## config.mk

```make
export PLATFORM = sky130hd
export DESIGN_NAME = vpa_wait_queue
export DESIGN_NICKNAME = d
export VERILOG_FILES = /design/src/hw/rtl/vpa_pkg.sv /design/src/hw/rtl/vpa_wait_queue.sv
export SDC_FILE = /design/constraint.sdc
export NUM_CORES = 1
export LEC_CHECK = 0
export BUFFER_PORTS_ARGS = -buffer_cell sky130_fd_sc_hd__buf_2
export CORE_ASPECT_RATIO = 2
export CORE_MARGIN = 2
export CORE_UTILIZATION = 30
export CTS_CLUSTER_SIZE = 24
export DETAILED_ROUTE_END_ITERATION = 10
export GPL_ROUTABILITY_DRIVEN = 0
export PLACE_DENSITY = 0.41
export REMOVE_ABC_BUFFERS = 1
export SYNTH_ARGS = -nofsm -noshare
export SYNTH_HDL_FRONTEND = slang
export SYNTH_SLANG_ARGS = --single-unit
```

## constraint.sdc

```tcl
create_clock -name clk -period 4.4 [get_ports clk]
set_input_delay 0.66 -clock clk [delete_from_list [all_inputs] [get_ports clk]]
set_output_delay 0.66 -clock clk [all_outputs]
set_load 0.005 [all_outputs]
```

## src/hw/rtl/vpa_pkg.sv

```systemverilog
// ============================================================================
// vpa_pkg
// Shared types and constants for the variable partition allocator.
// ============================================================================
`default_nettype none

package vpa_pkg;

    localparam int MEM_SIZE             = 1024;
    localparam int ADDR_W               = $clog2(MEM_SIZE);
    localparam int SIZE_W               = $clog2(MEM_SIZE + 1);
    localparam int ID_W                 = 16;
    localparam int REQ_W                = 12;
    localparam int MAX_SEGMENTS_DEFAULT = 64;
    localparam int QUEUE_DEPTH_DEFAULT  = 8;

    typedef enum logic [2:0] {
        STAT_GRANTED  = 3'd0,
        STAT_QUEUED   = 3'd1,
        STAT_REJECTED = 3'd2,
        STAT_RELEASED = 3'd3,
        STAT_NOTFOUND = 3'd4
    } status_t;

    typedef enum logic [1:0] {
        POL_FIRST = 2'd0,
        POL_BEST  = 2'd1,
        POL_WORST = 2'd2,
        POL_ALT   = 2'd3
    } policy_t;

    typedef enum logic {
        CMD_ALLOC   = 1'b0,
        CMD_RELEASE = 1'b1
    } command_t;

    typedef enum logic [1:0] {
        CELL_HOLD,
        CELL_CLEAR,
        CELL_PLACE,
        CELL_MERGE
    } cell_op_t;

    typedef enum logic [2:0] {
        S_IDLE,
        S_CLEAR,
        S_MERGE,
        S_SCAN,
        S_SUM,
        S_FINISH
    } state_t;

    // one segment held by a cell
    typedef struct packed {
        logic              valid;
        logic              used;
        logic [ADDR_W-1:0] start;
        logic [SIZE_W-1:0] size;
        logic [ID_W-1:0]   owner;
    } seg_t;

    // running fit candidate passed down the chain
    typedef struct packed {
        logic              found;
        logic [ADDR_W-1:0] start;
        logic [SIZE_W-1:0] size;
    } cand_t;

    // broadcast to every cell
    typedef struct packed {
        cell_op_t          op;
        logic [ADDR_W-1:0] pos_start;
        logic [SIZE_W-1:0] req_size;
        logic [1:0]        policy;
        logic              full;
        logic [ID_W-1:0]   id;
        logic              split;
        logic [ADDR_W-1:0] split_start;
        logic [SIZE_W-1:0] split_size;
    } cell_cmd_t;

endpackage

`default_nettype wire

```

## src/hw/rtl/vpa_wait_queue.sv

```systemverilog
// ============================================================================
// vpa_wait_queue
// FIFO of waiting requests; head always at entry zero.
// ============================================================================
`default_nettype none

module vpa_wait_queue #(
    parameter int DEPTH = vpa_pkg::QUEUE_DEPTH_DEFAULT
) (
    input  logic                           clk,
    input  logic                           rst_n,
    input  logic                           push,
    input  logic [vpa_pkg::ID_W-1:0]       push_id,
    input  logic [vpa_pkg::SIZE_W-1:0]     push_size,
    input  logic                           pop,
    output logic [vpa_pkg::ID_W-1:0]       head_id,
    output logic [vpa_pkg::SIZE_W-1:0]     head_size,
    output logic                           empty,
    output logic                           full
);
    import vpa_pkg::*;

    localparam int CW = $clog2(DEPTH + 1);

    logic [ID_W-1:0]   id_reg   [DEPTH];
    logic [SIZE_W-1:0] size_reg [DEPTH];
    logic [CW-1:0]     count_reg, count_next;

    always_comb
    begin
        count_next = count_reg;
        if (push)
            count_next = count_reg + CW'(1);
        else if (pop)
            count_next = count_reg - CW'(1);
    end

    always_ff @(posedge clk)
    begin
        for (int i = 0; i < DEPTH; i++)
        begin
            if (push && count_reg == CW'(i))
            begin
                id_reg[i]   <= push_id;
                size_reg[i] <= push_size;
            end
            else if (pop && i + 1 < DEPTH)
            begin
                id_reg[i]   <= id_reg[(i + 1) % DEPTH];
                size_reg[i] <= size_reg[(i + 1) % DEPTH];
            end
        end
    end

    always_ff @(posedge clk or negedge rst_n)
    begin
        if (!rst_n)
            count_reg <= '0;
        else
            count_reg <= count_next;
    end

    assign head_id   = id_reg[0];
    assign head_size = size_reg[0];
    assign empty     = (count_reg == '0);
    assign full      = (count_reg == CW'(DEPTH));

endmodule

`default_nettype wire

```

==> out/results.tsv <==
stage	metric	value	unit
status	status	finished clean	
route	Routed WL	20600	microns
placed_design	Post-Place Cell Area	10200	sq um
floorplan	Initial Utilization	30.2	%
logic_synthesis	most frequent cells after synthesis	216 x edfxtp_1, 129 x mux2_2, 60 x mux2_4	
logic_synthesis	post-synthesis mux area share	24.4	%
logic_synthesis	post-synthesis sequential area ratio	68.2	%
worst_setup_path	CP cell instances	or2_1, o21ai_4, buf_4, mux2_4	
sta	total negative slack	0	ns
clock_network	Num CTS Buffers	22	
logic_synthesis	Syn. warnings	0	
route	Pre-Repair DR Iteration Count	4	
logic_synthesis	combinational family with the most area after synthesis	multiplexers	
logic_synthesis	post-synth top area cell	edfxtp_1	
clock_network	Bufs on Longest Clock Path	3	
placed_design	number of I/O port buffers	59	
route	Vias	4418	
logic_synthesis	flop and latch count out of synthesis	220	
sta	Slew Viols, Final	0	
worst_setup_path	Req. time, crit path	4.66	ns
floorplan	DIE AREA	33700	sq um
route	Wirelength per Cell	20.9	microns
pwr	worst vdd ir	228	uV
logic_synthesis	Async SR Flop Fraction	1.82	%
logic_synthesis	Synth area leaders	edfxtp_1 67%, mux2_2 15%, mux2_4 9.3%, buf_4 2.6%, dfrtp_1 1.0%	
global_route	first-pass GRT wire length	30700	microns
job	max-cap check violation count	0	
logic_synthesis	top-area cell type share of the netlist area	67.1	%
route	First DRT Iteration DRCs	262	
floorplan	Die W	131	microns
worst_setup_path	Worst EP arrival	3.00	ns
sta	Least-Margin Pin Slew	1.04	ns
logic_synthesis	Synth Area in Compound Gates	0.958	%
sta	FMAX	364	MHz
floorplan	core area	32000	sq um
worst_hold_path	min-delay src	push_id[15]	
clock_network	CTS tree	yes	
sta	crit path time final	2.75	ns
sta	Final Hold Vio Count	0	
worst_setup_path	CP endpoint kind	flop	
route	via/cell ratio	4.48	
global_route	met1 Track Usage GR	14.6	%
cells_and_area	area of the multi-input gates	2720	sq um
cells_and_area	layout cells sized above 1	53.2	%
worst_setup_path	Max FO, Critical Path	19	
worst_setup_path	Max stage delay on crit path	0.85	ns
cells_and_area	register area	6590	sq um
global_route	largest net degree at the start of global routing	28	
clock_network	later-pin clock latency in the skew report	0.51	ns
cells_and_area	Finished Core Util	34.0	%
clock_network	post-CTS setup buffer count	0	
worst_hold_path	Hold Crit Class	in -> reg	
logic_synthesis	cell with the most instances after synthesis	edfxtp_1	
floorplan	I/O pins	60	
clock_network	CTS Sinks	220	
global_route	GR Layer Usage met3	1.70	%
cells_and_area	max reg flops	128	
clock_network	clock root cell	clkbuf_16	
floorplan	Rows	93	
pwr	Pwr per Cell Area	502	nW/um^2
global_route	busiest grt layer	met2	
logic_synthesis	syn_area_per_cell	19.4	sq um
logic_synthesis	Post-Synthesis Cells	499	
global_route	GR Overflow Total	0	
placed_design	dpl hpwl	12200	microns
global_route	initial antenna violation count	0	
global_route	vias in the first global route	4861	
logic_synthesis	mapped cell area	9660	sq um
logic_synthesis	Post-synth EDFFs	216	
logic_synthesis	XOR/XNOR Fraction of Synth Area	0.272	%
clock_network	CTS H-tree depth	1	
global_route	M2 GR Usage	22.9	%
logic_synthesis	Post-Synth Adder-Cell Area	0.648	%
route	Final ANT Viol Nets	0	
worst_setup_path	Crit Path Class	reg -> reg	
sta	RSZ-0062 raised after global routing	no	
cells_and_area	final instance area	10900	sq um
worst_setup_path	worst r2r src	count_reg[2]	
logic_synthesis	top_reg_cell synth	edfxtp_1	
route	drt drc	0	
cells_and_area	Area Growth Syn to Fin	12.6	%
global_route	GRT Overall Usage	12.4	%
logic_synthesis	Post-Synth Simple-Gate Area	1.50	%
worst_setup_path	Worst Path Buf+Inv	1	
sta	Clock Skew	0.00927	ns
cells_and_area	# diodes	0	
sta	worst-case hold slack	0.429	ns
sta	crit share post-route	62.4	%
clock_network	Reg clk slew, reported paths	0.07	ns
floorplan	Die Ht	258	microns
pwr	static leakage	0.00390	uW
sta	Rel. slew slack	30.6	%
worst_setup_path	slowest CP cell	o21ai_4	
worst_setup_path	crit path launch	count_reg[2]	
worst_setup_path	kind of cell adding the most delay to the critical path	compound AO/OA/AOI/OAI gates	
worst_setup_path	CP startpoint kind	flop	
cells_and_area	# fillers	3045	
cells_and_area	fin nets	582	
logic_synthesis	synth unique cells	28	
sta	count of final setup violators	0	
per-layer routing:
metal  up-vias  part of all wire (%)
li1       1996                     -
met1      2317                    40
met2        77                    55
met3        28                   3.2
met4         0                   1.9
met5         -                     0
metrics by stage:
stage / cells / setup WS, ns / total power [uW]
after floorplan: 453 / 1.79 / 3420
after global placement: 948 / 1.62 / 3730
after detailed placement: 948 / 1.56 / 3760
after CTS: 987 / 1.60 / 5580
after global routing: 987 / 1.50 / 5720
final: 987 / 1.65 / 5470
final timing paths:
path,slack [ns],cells after the start,endpoint
max in group asynchronous,3.80,2,count_reg[0]
setup / recovery,1.65,4,id_reg[0][9]
min in group asynchronous,0.48,2,count_reg[3]
setup reg to reg,1.65,4,id_reg[0][9]
hold reg to reg,0.54,1,id_reg[1][11]
hold / removal,0.43,1,id_reg[1][63]
cell type report:
| class | count | area share, % |
|---|---|---|
| Clock inverter | 9 | 0.529 |
| Tap cell | 427 | 4.91 |
| Multi-Input combinational cell | 230 | 25.0 |
| Sequential cell | 220 | 60.6 |
| Clock buffer | 29 | 5.50 |
| Inverter | 3 | 0.104 |
| Timing Repair Buffer | 69 | 3.43 |
repair_timing:
action | 4_1_cts | 5_1_grt
hold endpoints to repair | 4 | 0
gates resized for setup | 0 | 0
hold buffers | 1 | 0
cell families (layout without fill, tap and decap cells):
group	Yosys count	after routing
XOR/XNOR	3	3
flip-flops	220	220
adder cells (fa/ha/maj)	5	5
AO/OA/AOI/OAI	9	9
AND/OR/NAND/NOR	24	24
multiplexers	189	189
buffers and inverters	49	110
cell usage in the layout, fill, tap and decap left out, types with 2 or more instances in the layout:
master      synthesis  layout
edfxtp_1          216     216
mux2_2            129     129
mux2_4             60      60
buf_2               4      59
clkbuf_16           0      23
buf_4              33       9
clkbuf_1            1       6
ha_1                5       5
nand2_2             0       4
nand2_1             8       4
nand2b_1            4       4
clkinv_2            0       4
dfrtp_1             4       4
nand4b_1            3       3
inv_1               3       3
o21ai_4             3       3
clkinvlp_4          0       3
nor2_1              2       2
o21bai_4            0       2
nor3b_1             2       2
xnor2_1             2       2
power breakdown:
group / switching [uW] / internal [uW]
Combinational: 452 / 421
Sequential: 109 / 2710
Clock: 813 / 964
(Power assumes the default switching activity.)
