## config.mk

```make
export PLATFORM = sky130hd
export DESIGN_NAME = vpa_cell
export DESIGN_NICKNAME = d
export VERILOG_FILES = /design/src/hw/rtl/vpa_pkg.sv /design/src/hw/rtl/vpa_cell.sv
export SDC_FILE = /design/constraint.sdc
export NUM_CORES = 1
export LEC_CHECK = 0
export BUFFER_PORTS_ARGS = -buffer_cell sky130_fd_sc_hd__buf_2
export CORE_UTILIZATION = 40
export CTS_CLUSTER_SIZE = 10
export DETAILED_ROUTE_END_ITERATION = 10
export PLACE_DENSITY = 0.69
export SLEW_MARGIN = 20
export SYNTH_ARGS = -nofsm -noshare
export SYNTH_HDL_FRONTEND = slang
export SYNTH_SLANG_ARGS = --single-unit
```

## constraint.sdc

```tcl
create_clock -name clk -period 4 [get_ports clk]
set_clock_uncertainty 0.2 [all_clocks]
set_input_delay 0.4 -clock clk [delete_from_list [all_inputs] [get_ports clk]]
set_output_delay 0.4 -clock clk [all_outputs]
set_load 0.01 [all_outputs]
```

## src/hw/rtl/vpa_pkg.sv

```systemverilog
// ============================================================================
// vpa_pkg
// Shared types and constants for the variable partition allocator.
// ============================================================================
`default_nettype none

package vpa_pkg;

    localparam int MEM_SIZE             = 1024;
    localparam int ADDR_W               = $clog2(MEM_SIZE);
    localparam int SIZE_W               = $clog2(MEM_SIZE + 1);
    localparam int ID_W                 = 16;
    localparam int REQ_W                = 12;
    localparam int MAX_SEGMENTS_DEFAULT = 64;
    localparam int QUEUE_DEPTH_DEFAULT  = 8;

    typedef enum logic [2:0] {
        STAT_GRANTED  = 3'd0,
        STAT_QUEUED   = 3'd1,
        STAT_REJECTED = 3'd2,
        STAT_RELEASED = 3'd3,
        STAT_NOTFOUND = 3'd4
    } status_t;

    typedef enum logic [1:0] {
        POL_FIRST = 2'd0,
        POL_BEST  = 2'd1,
        POL_WORST = 2'd2,
        POL_ALT   = 2'd3
    } policy_t;

    typedef enum logic {
        CMD_ALLOC   = 1'b0,
        CMD_RELEASE = 1'b1
    } command_t;

    typedef enum logic [1:0] {
        CELL_HOLD,
        CELL_CLEAR,
        CELL_PLACE,
        CELL_MERGE
    } cell_op_t;

    typedef enum logic [2:0] {
        S_IDLE,
        S_CLEAR,
        S_MERGE,
        S_SCAN,
        S_SUM,
        S_FINISH
    } state_t;

    // one segment held by a cell
    typedef struct packed {
        logic              valid;
        logic              used;
        logic [ADDR_W-1:0] start;
        logic [SIZE_W-1:0] size;
        logic [ID_W-1:0]   owner;
    } seg_t;

    // running fit candidate passed down the chain
    typedef struct packed {
        logic              found;
        logic [ADDR_W-1:0] start;
        logic [SIZE_W-1:0] size;
    } cand_t;

    // broadcast to every cell
    typedef struct packed {
        cell_op_t          op;
        logic [ADDR_W-1:0] pos_start;
        logic [SIZE_W-1:0] req_size;
        logic [1:0]        policy;
        logic              full;
        logic [ID_W-1:0]   id;
        logic              split;
        logic [ADDR_W-1:0] split_start;
        logic [SIZE_W-1:0] split_size;
    } cell_cmd_t;

endpackage

`default_nettype wire

```

## src/hw/rtl/vpa_cell.sv

```systemverilog
// ============================================================================
// vpa_cell
// One segment slot of the chain, with its stage of the fit and sum waves.
// ============================================================================
`default_nettype none

module vpa_cell #(
    parameter bit IS_HEAD = 1'b0
) (
    input  logic                        clk,
    input  logic                        rst_n,
    input  vpa_pkg::cell_cmd_t          cmd,
    input  vpa_pkg::seg_t               left_seg,
    input  vpa_pkg::seg_t               right_seg,
    input  vpa_pkg::cand_t              cand_in,
    input  logic [vpa_pkg::SIZE_W-1:0]  sum_in,
    output vpa_pkg::seg_t               seg,
    output vpa_pkg::cand_t              cand_out,
    output logic [vpa_pkg::SIZE_W-1:0]  sum_out
);
    import vpa_pkg::*;

    seg_t              seg_reg, seg_next;
    cand_t             cand_reg, cand_next;
    logic [SIZE_W-1:0] sum_reg, sum_next;
    logic              fit, take;

    always_comb
    begin
        seg_next = seg_reg;
        case (cmd.op)
            CELL_CLEAR:
            begin
                if (seg_reg.valid && seg_reg.used && seg_reg.owner == cmd.id)
                begin
                    seg_next.used  = 1'b0;
                    seg_next.owner = '0;
                end
            end
            CELL_PLACE:
            begin
                if (cmd.split && left_seg.valid && left_seg.start == cmd.pos_start)
                begin
                    seg_next.valid = 1'b1;
                    seg_next.used  = 1'b0;
                    seg_next.start = cmd.split_start;
                    seg_next.size  = cmd.split_size;
                    seg_next.owner = '0;
                end
                else if (cmd.split && left_seg.valid && left_seg.start > cmd.pos_start)
                begin
                    seg_next = left_seg;
                end
                else if (seg_reg.valid && seg_reg.start == cmd.pos_start)
                begin
                    seg_next.used  = 1'b1;
                    seg_next.size  = cmd.req_size;
                    seg_next.owner = cmd.id;
                end
            end
            CELL_MERGE:
            begin
                if (seg_reg.valid && seg_reg.start == cmd.pos_start)
                begin
                    seg_next.size = seg_reg.size + right_seg.size;
                end
                else if (seg_reg.valid && seg_reg.start > cmd.pos_start)
                begin
                    seg_next = right_seg;
                end
            end
            default:
            begin
                seg_next = seg_reg;
            end
        endcase
    end

    // fit wave: lowest address wins ties
    always_comb
    begin
        fit  = seg_reg.valid && !seg_reg.used && seg_reg.size >= cmd.req_size
               && (seg_reg.size == cmd.req_size || !cmd.full);
        take = fit && (!cand_in.found
               || (cmd.policy == POL_BEST  && seg_reg.size < cand_in.size)
               || (cmd.policy == POL_WORST && seg_reg.size > cand_in.size));
        cand_next = cand_in;
        if (take)
        begin
            cand_next.found = 1'b1;
            cand_next.start = seg_reg.start;
            cand_next.size  = seg_reg.size;
        end
        sum_next = sum_in + ((seg_reg.valid && seg_reg.used) ? seg_reg.size : '0);
    end

    always_ff @(posedge clk or negedge rst_n)
    begin
        if (!rst_n)
        begin
            seg_reg.valid <= IS_HEAD;
            seg_reg.used  <= 1'b0;
            seg_reg.start <= '0;
            seg_reg.size  <= IS_HEAD ? SIZE_W'(MEM_SIZE) : '0;
            seg_reg.owner <= '0;
            cand_reg      <= '0;
            sum_reg       <= '0;
        end
        else
        begin
            seg_reg  <= seg_next;
            cand_reg <= cand_next;
            sum_reg  <= sum_next;
        end
    end

    assign seg      = seg_reg;
    assign cand_out = cand_reg;
    assign sum_out  = sum_reg;

endmodule

`default_nettype wire

```

==> flow_summary.html <==
<table>
<tr><th>Metric</th><th>Value</th></tr>
<tr><th colspan="2">Status</th></tr>
<tr><td>Outcome</td><td>finished, violations left</td></tr>
<tr><td>Violations in the final reports</td><td>negative hold slack</td></tr>
<tr><th colspan="2">CTS</th></tr>
<tr><td>Buffer cell driving the clock tree root</td><td>sky130_fd_sc_hd__clkbuf_16</td></tr>
<tr><td>Clock transition at the registers of the reported paths</td><td>roughly 0.060 ns</td></tr>
<tr><td>Hold-fix buffer count after cts</td><td>0</td></tr>
<tr><td>Number of CTS-inserted buffers</td><td>9</td></tr>
<tr><td>CTS Sinks</td><td>a little over 70</td></tr>
<tr><td>Setup bufs post-CTS</td><td>0</td></tr>
<tr><td>Clock tree from TritonCTS</td><td>done</td></tr>
<tr><td>Resized cells post-CTS</td><td>0</td></tr>
<tr><td>Number of levels the H-tree was split into</td><td>3</td></tr>
<tr><td>Worst skew pair latency</td><td>0.36 ns</td></tr>
<tr><td>Number of buffers on the longest clock path</td><td>2</td></tr>
<tr><th colspan="2">Final layout</th></tr>
<tr><td>Count of filler cells inserted in the layout</td><td>between 1000 and 1500</td></tr>
<tr><td>Fraction of layout cells with a size suffix above 1</td><td>roughly 38%</td></tr>
<tr><td>Commonest cells after routing, fill and taps aside</td><td>247 x sky130_fd_sc_hd__buf_2, 72 x sky130_fd_sc_hd__dfrtp_1, 69 x sky130_fd_sc_hd__nand2_1</td></tr>
<tr><td>Largest register FFs</td><td>39</td></tr>
<tr><td>Area growth syn-to-layout</td><td>30.64%</td></tr>
<tr><td>Post-layout nets</td><td>1112</td></tr>
<tr><td>Most common cell after layout, fill and taps aside</td><td>sky130_fd_sc_hd__buf_2</td></tr>
<tr><th colspan="2">Worst setup path</th></tr>
<tr><td>Largest stage delay on the critical path</td><td>0.44 ns</td></tr>
<tr><td>Largest fanout on the critical path</td><td>6</td></tr>
<tr><td>R2R setup slack</td><td>about 0.94 ns</td></tr>
<tr><td>Cell type of the slowest stage on the worst timing path</td><td>sky130_fd_sc_hd__dfrtp_1</td></tr>
<tr><td>CP Cell Sequence</td><td>and3_1 &gt; ha_1 &gt; fa_1 &gt; a21o_1 &gt; a21oi_1 &gt; o21bai_1 &gt; a21oi_1 &gt; o21ai_0 &gt; or4_1 &gt; and3_1</td></tr>
<tr><td>Startpoint of the worst-slack reg-to-reg timing path</td><td>seg[16]$_DFFE_PN0P_</td></tr>
<tr><td>Kind of start point of the critical path</td><td>flip-flop</td></tr>
<tr><td>Kind of critical path</td><td>reg -&gt; reg</td></tr>
<tr><td>Endpoint of the most critical register-to-register path</td><td>sum_out[10]$_DFF_PN0_</td></tr>
<tr><td>R2R depth</td><td>10</td></tr>
<tr><td>Worst path required time</td><td>4.05 ns</td></tr>
<tr><td>Critical path endpoint category</td><td>flip-flop</td></tr>
<tr><td>CP arrival</td><td>3.11 ns</td></tr>
<tr><th colspan="2">STA</th></tr>
<tr><td>Max-slew headroom at the worst pin</td><td>34.97%</td></tr>
<tr><td>RSZ-0062 raised after global routing</td><td>no</td></tr>
<tr><td>Final setup violation count</td><td>0</td></tr>
<tr><td>Period Utilization, post-route</td><td>between 70% and 80%</td></tr>
<tr><td>Final min period</td><td>3.059 ns</td></tr>
<tr><td>Worst hold slack across all endpoints</td><td>-0.02472 ns</td></tr>
<tr><td>Max-slew violation count</td><td>0</td></tr>
<tr><td>Final-layout setup total negative slack</td><td>0 ns</td></tr>
<tr><td>Highest clock rate</td><td>0.3269 GHz</td></tr>
<tr><td>Total count of hold-check failures in the final report</td><td>18</td></tr>
<tr><td>Worst-margin pin slew</td><td>0.9754 ns</td></tr>
<tr><th colspan="2">Global routing</th></tr>
<tr><td>Total track usage</td><td>23.96%</td></tr>
<tr><td>Global route overflow</td><td>0</td></tr>
<tr><td>Via count of the first global-routing pass</td><td>5641</td></tr>
<tr><td>Antenna violations before repair</td><td>1</td></tr>
<tr><td>First-pass GRT wire length</td><td>approximately 27000 um</td></tr>
<tr><td>Largest net degree at the start of global routing</td><td>73</td></tr>
<tr><th colspan="2">Yosys</th></tr>
<tr><td>#FFs+latches synth</td><td>72</td></tr>
<tr><td>Mapped Nets</td><td>865</td></tr>
<tr><td>Post-synthesis sequential area ratio</td><td>30.74%</td></tr>
<tr><td>Post-synth EDFFs</td><td>0</td></tr>
<tr><td>Proportion of synthesized flip-flops having asynchronous set or reset</td><td>100.0%</td></tr>
<tr><td>Average footprint of a synthesized cell</td><td>9.392 sq um</td></tr>
<tr><td>Post-Synthesis Cells</td><td>~620</td></tr>
<tr><td>Mapped Area</td><td>5861 sq um</td></tr>
<tr><td>Yosys warning total</td><td>0</td></tr>
<tr><td>Count of distinct cell types in the synthesized netlist</td><td>67</td></tr>
<tr><td>Ys flop type</td><td>sky130_fd_sc_hd__dfrtp_1</td></tr>
<tr><th colspan="2">Drt</th></tr>
<tr><td>Total wire length</td><td>about 18000 um</td></tr>
<tr><td>Length of the first detailed-routing pass in iterations</td><td>4</td></tr>
<tr><td>Mean routed wirelength per cell</td><td>16.70 um</td></tr>
<tr><td>Starting DRC count in detailed routing</td><td>221</td></tr>
<tr><td>Total number of vias</td><td>approximately 5500</td></tr>
<tr><td>Count of antenna-violating nets left after detailed routing</td><td>0</td></tr>
<tr><td>Detail-routed via count per cell</td><td>5.249</td></tr>
<tr><td>DRC violation count after routing</td><td>0</td></tr>
<tr><th colspan="2">Floorplan</th></tr>
<tr><td>Row Count</td><td>43</td></tr>
<tr><td>Std-Cell Core Area</td><td>about 14000 sq um</td></tr>
<tr><td>Floorplan die area</td><td>15140 sq um</td></tr>
<tr><td>Effective utilization at floorplan</td><td>41.58%</td></tr>
<tr><td>Ports placed on the boundary</td><td>249</td></tr>
<tr><td>Die W</td><td>around 120 um</td></tr>
<tr><td>Chip Height</td><td>123.0 um</td></tr>
<tr><th colspan="2">Power and ir drop</th></tr>
<tr><td>Leakage power summed over all cells</td><td>3.947 nW</td></tr>
<tr><td>Power after layout</td><td>3.348 mW</td></tr>
<tr><td>Worst supply voltage drop on vdd</td><td>256.7 uV</td></tr>
<tr><td>Power Dens Cells</td><td>437.3 nW/um^2</td></tr>
<tr><th colspan="2">Placement</th></tr>
<tr><td>Final Wtd Congestion</td><td>0.8477</td></tr>
<tr><td>IO Port Bufs</td><td>248</td></tr>
<tr><td>DP Wirelength</td><td>13910 um</td></tr>
<tr><th colspan="2">Worst hold path</th></tr>
<tr><td>Worst hold path class</td><td>in -&gt; async</td></tr>
<tr><th colspan="2">Run</th></tr>
<tr><td>Number of max-cap violations</td><td>0</td></tr>
</table>
## how the worst max path moves through the flow
stage               cells past startpoint                start  slack [ns]                    end
finish                                 10  seg[16]$_DFFE_PN0P_        0.94  sum_out[10]$_DFF_PN0_
global route                            7  seg[36]$_DFFE_PN0P_        0.74    seg[20]$_DFFE_PN0P_
CTS                                    10  seg[16]$_DFFE_PN0P_        0.92  sum_out[10]$_DFF_PN0_
detailed placement                      9              cmd[59]        0.83    seg[20]$_DFFE_PN0P_
global placement                        9              cmd[59]        0.84    seg[20]$_DFFE_PN0P_
floorplan                              11  seg[38]$_DFFE_PN0P_        0.95  sum_out[10]$_DFF_PN0_
## metrics by stage
step | hold WS (ns) | setup WS (ns) | area [sq um] | util (%) | cells
final | -0.02472 | 0.9414 | 7656 | 54.31 | 1057
after global routing | 0.07645 | 0.7362 | 7656 | 54.31 | 1057
after CTS | 0.05044 | 0.9230 | 7654 | 54.30 | 1056
after detailed placement | 0.3269 | 0.8302 | 7300 | 51.78 | 1040
after global placement | 0.3222 | 0.8415 | 7300 | 51.78 | 1040
after floorplan | -0.09559 | 0.9482 | 5861 | - | 624
## area by class of cell
cell class                 count  area, sq um  share of cell area [%]
antenna                        1        2.502                 0.03269
clock buffer                  10        239.0                   3.121
clock inverter                 6        115.1                   1.504
inverter                      47        176.4                   2.304
multi-input combinational    481         3762                   49.14
sequential                    72         1802                   23.53
tap                          180        225.2                   2.942
timing repair buffer         260         1334                   17.42
## metal layers
metal  track usage [%]  wire length (um)
met1             30.32              8015
met2             40.98              8417
met3             4.428               926
met4             7.982               293
met5                 0                 0
## synthesized netlist by cell type, types with 14 or more instances
library cell | instances | area share [%]
sky130_fd_sc_hd__mux2_2 | 30 | 5.8
sky130_fd_sc_hd__nand2_1 | 69 | 4.4
sky130_fd_sc_hd__inv_1 | 46 | 2.9
sky130_fd_sc_hd__mux2i_1 | 28 | 4.8
sky130_fd_sc_hd__nor2_1 | 23 | 1.5
sky130_fd_sc_hd__o31ai_1 | 15 | 1.9
sky130_fd_sc_hd__o21ai_0 | 25 | 2.1
sky130_fd_sc_hd__ha_1 | 62 | 13
sky130_fd_sc_hd__a21oi_1 | 24 | 2.0
sky130_fd_sc_hd__dfrtp_1 | 72 | 31
sky130_fd_sc_hd__and3_1 | 23 | 2.5
sky130_fd_sc_hd__a211oi_1 | 15 | 1.9
sky130_fd_sc_hd__xnor2_1 | 25 | 3.7
sky130_fd_sc_hd__clkbuf_1 | 14 | 0.90
## cells by family (layout without fill, tap and decap cells)
group | after synthesis | in the layout | share of synthesized area [%]
flip-flops | 72 | 72 | 30.74
XOR/XNOR | 30 | 30 | 4.483
AO/OA/AOI/OAI | 136 | 136 | 16.23
buffers and inverters | 71 | 323 | 5.337
multiplexers | 70 | 70 | 13.36
other | 0 | 1 | 0
AND/OR/NAND/NOR | 181 | 181 | 15.93
adder cells (fa/ha/maj) | 64 | 64 | 13.92
## worst max-delay path, delay by kind of cell, from the launching register on
kind	cells	cell delay [ns]
and+or+nand+nor	3	0.82
adders and majority gates	2	0.61
AOI/OAI and AO/OA	5	0.88
DFF	1	0.44
## power by group
group / internal [mW] / switching (mW) / total (mW)
Sequential: 0.885 / 0.171 / 1.06
Clock: 0.630 / 0.348 / 0.977
Combinational: 0.630 / 0.685 / 1.31
Note: power is estimated with default switching activity, not from simulation.
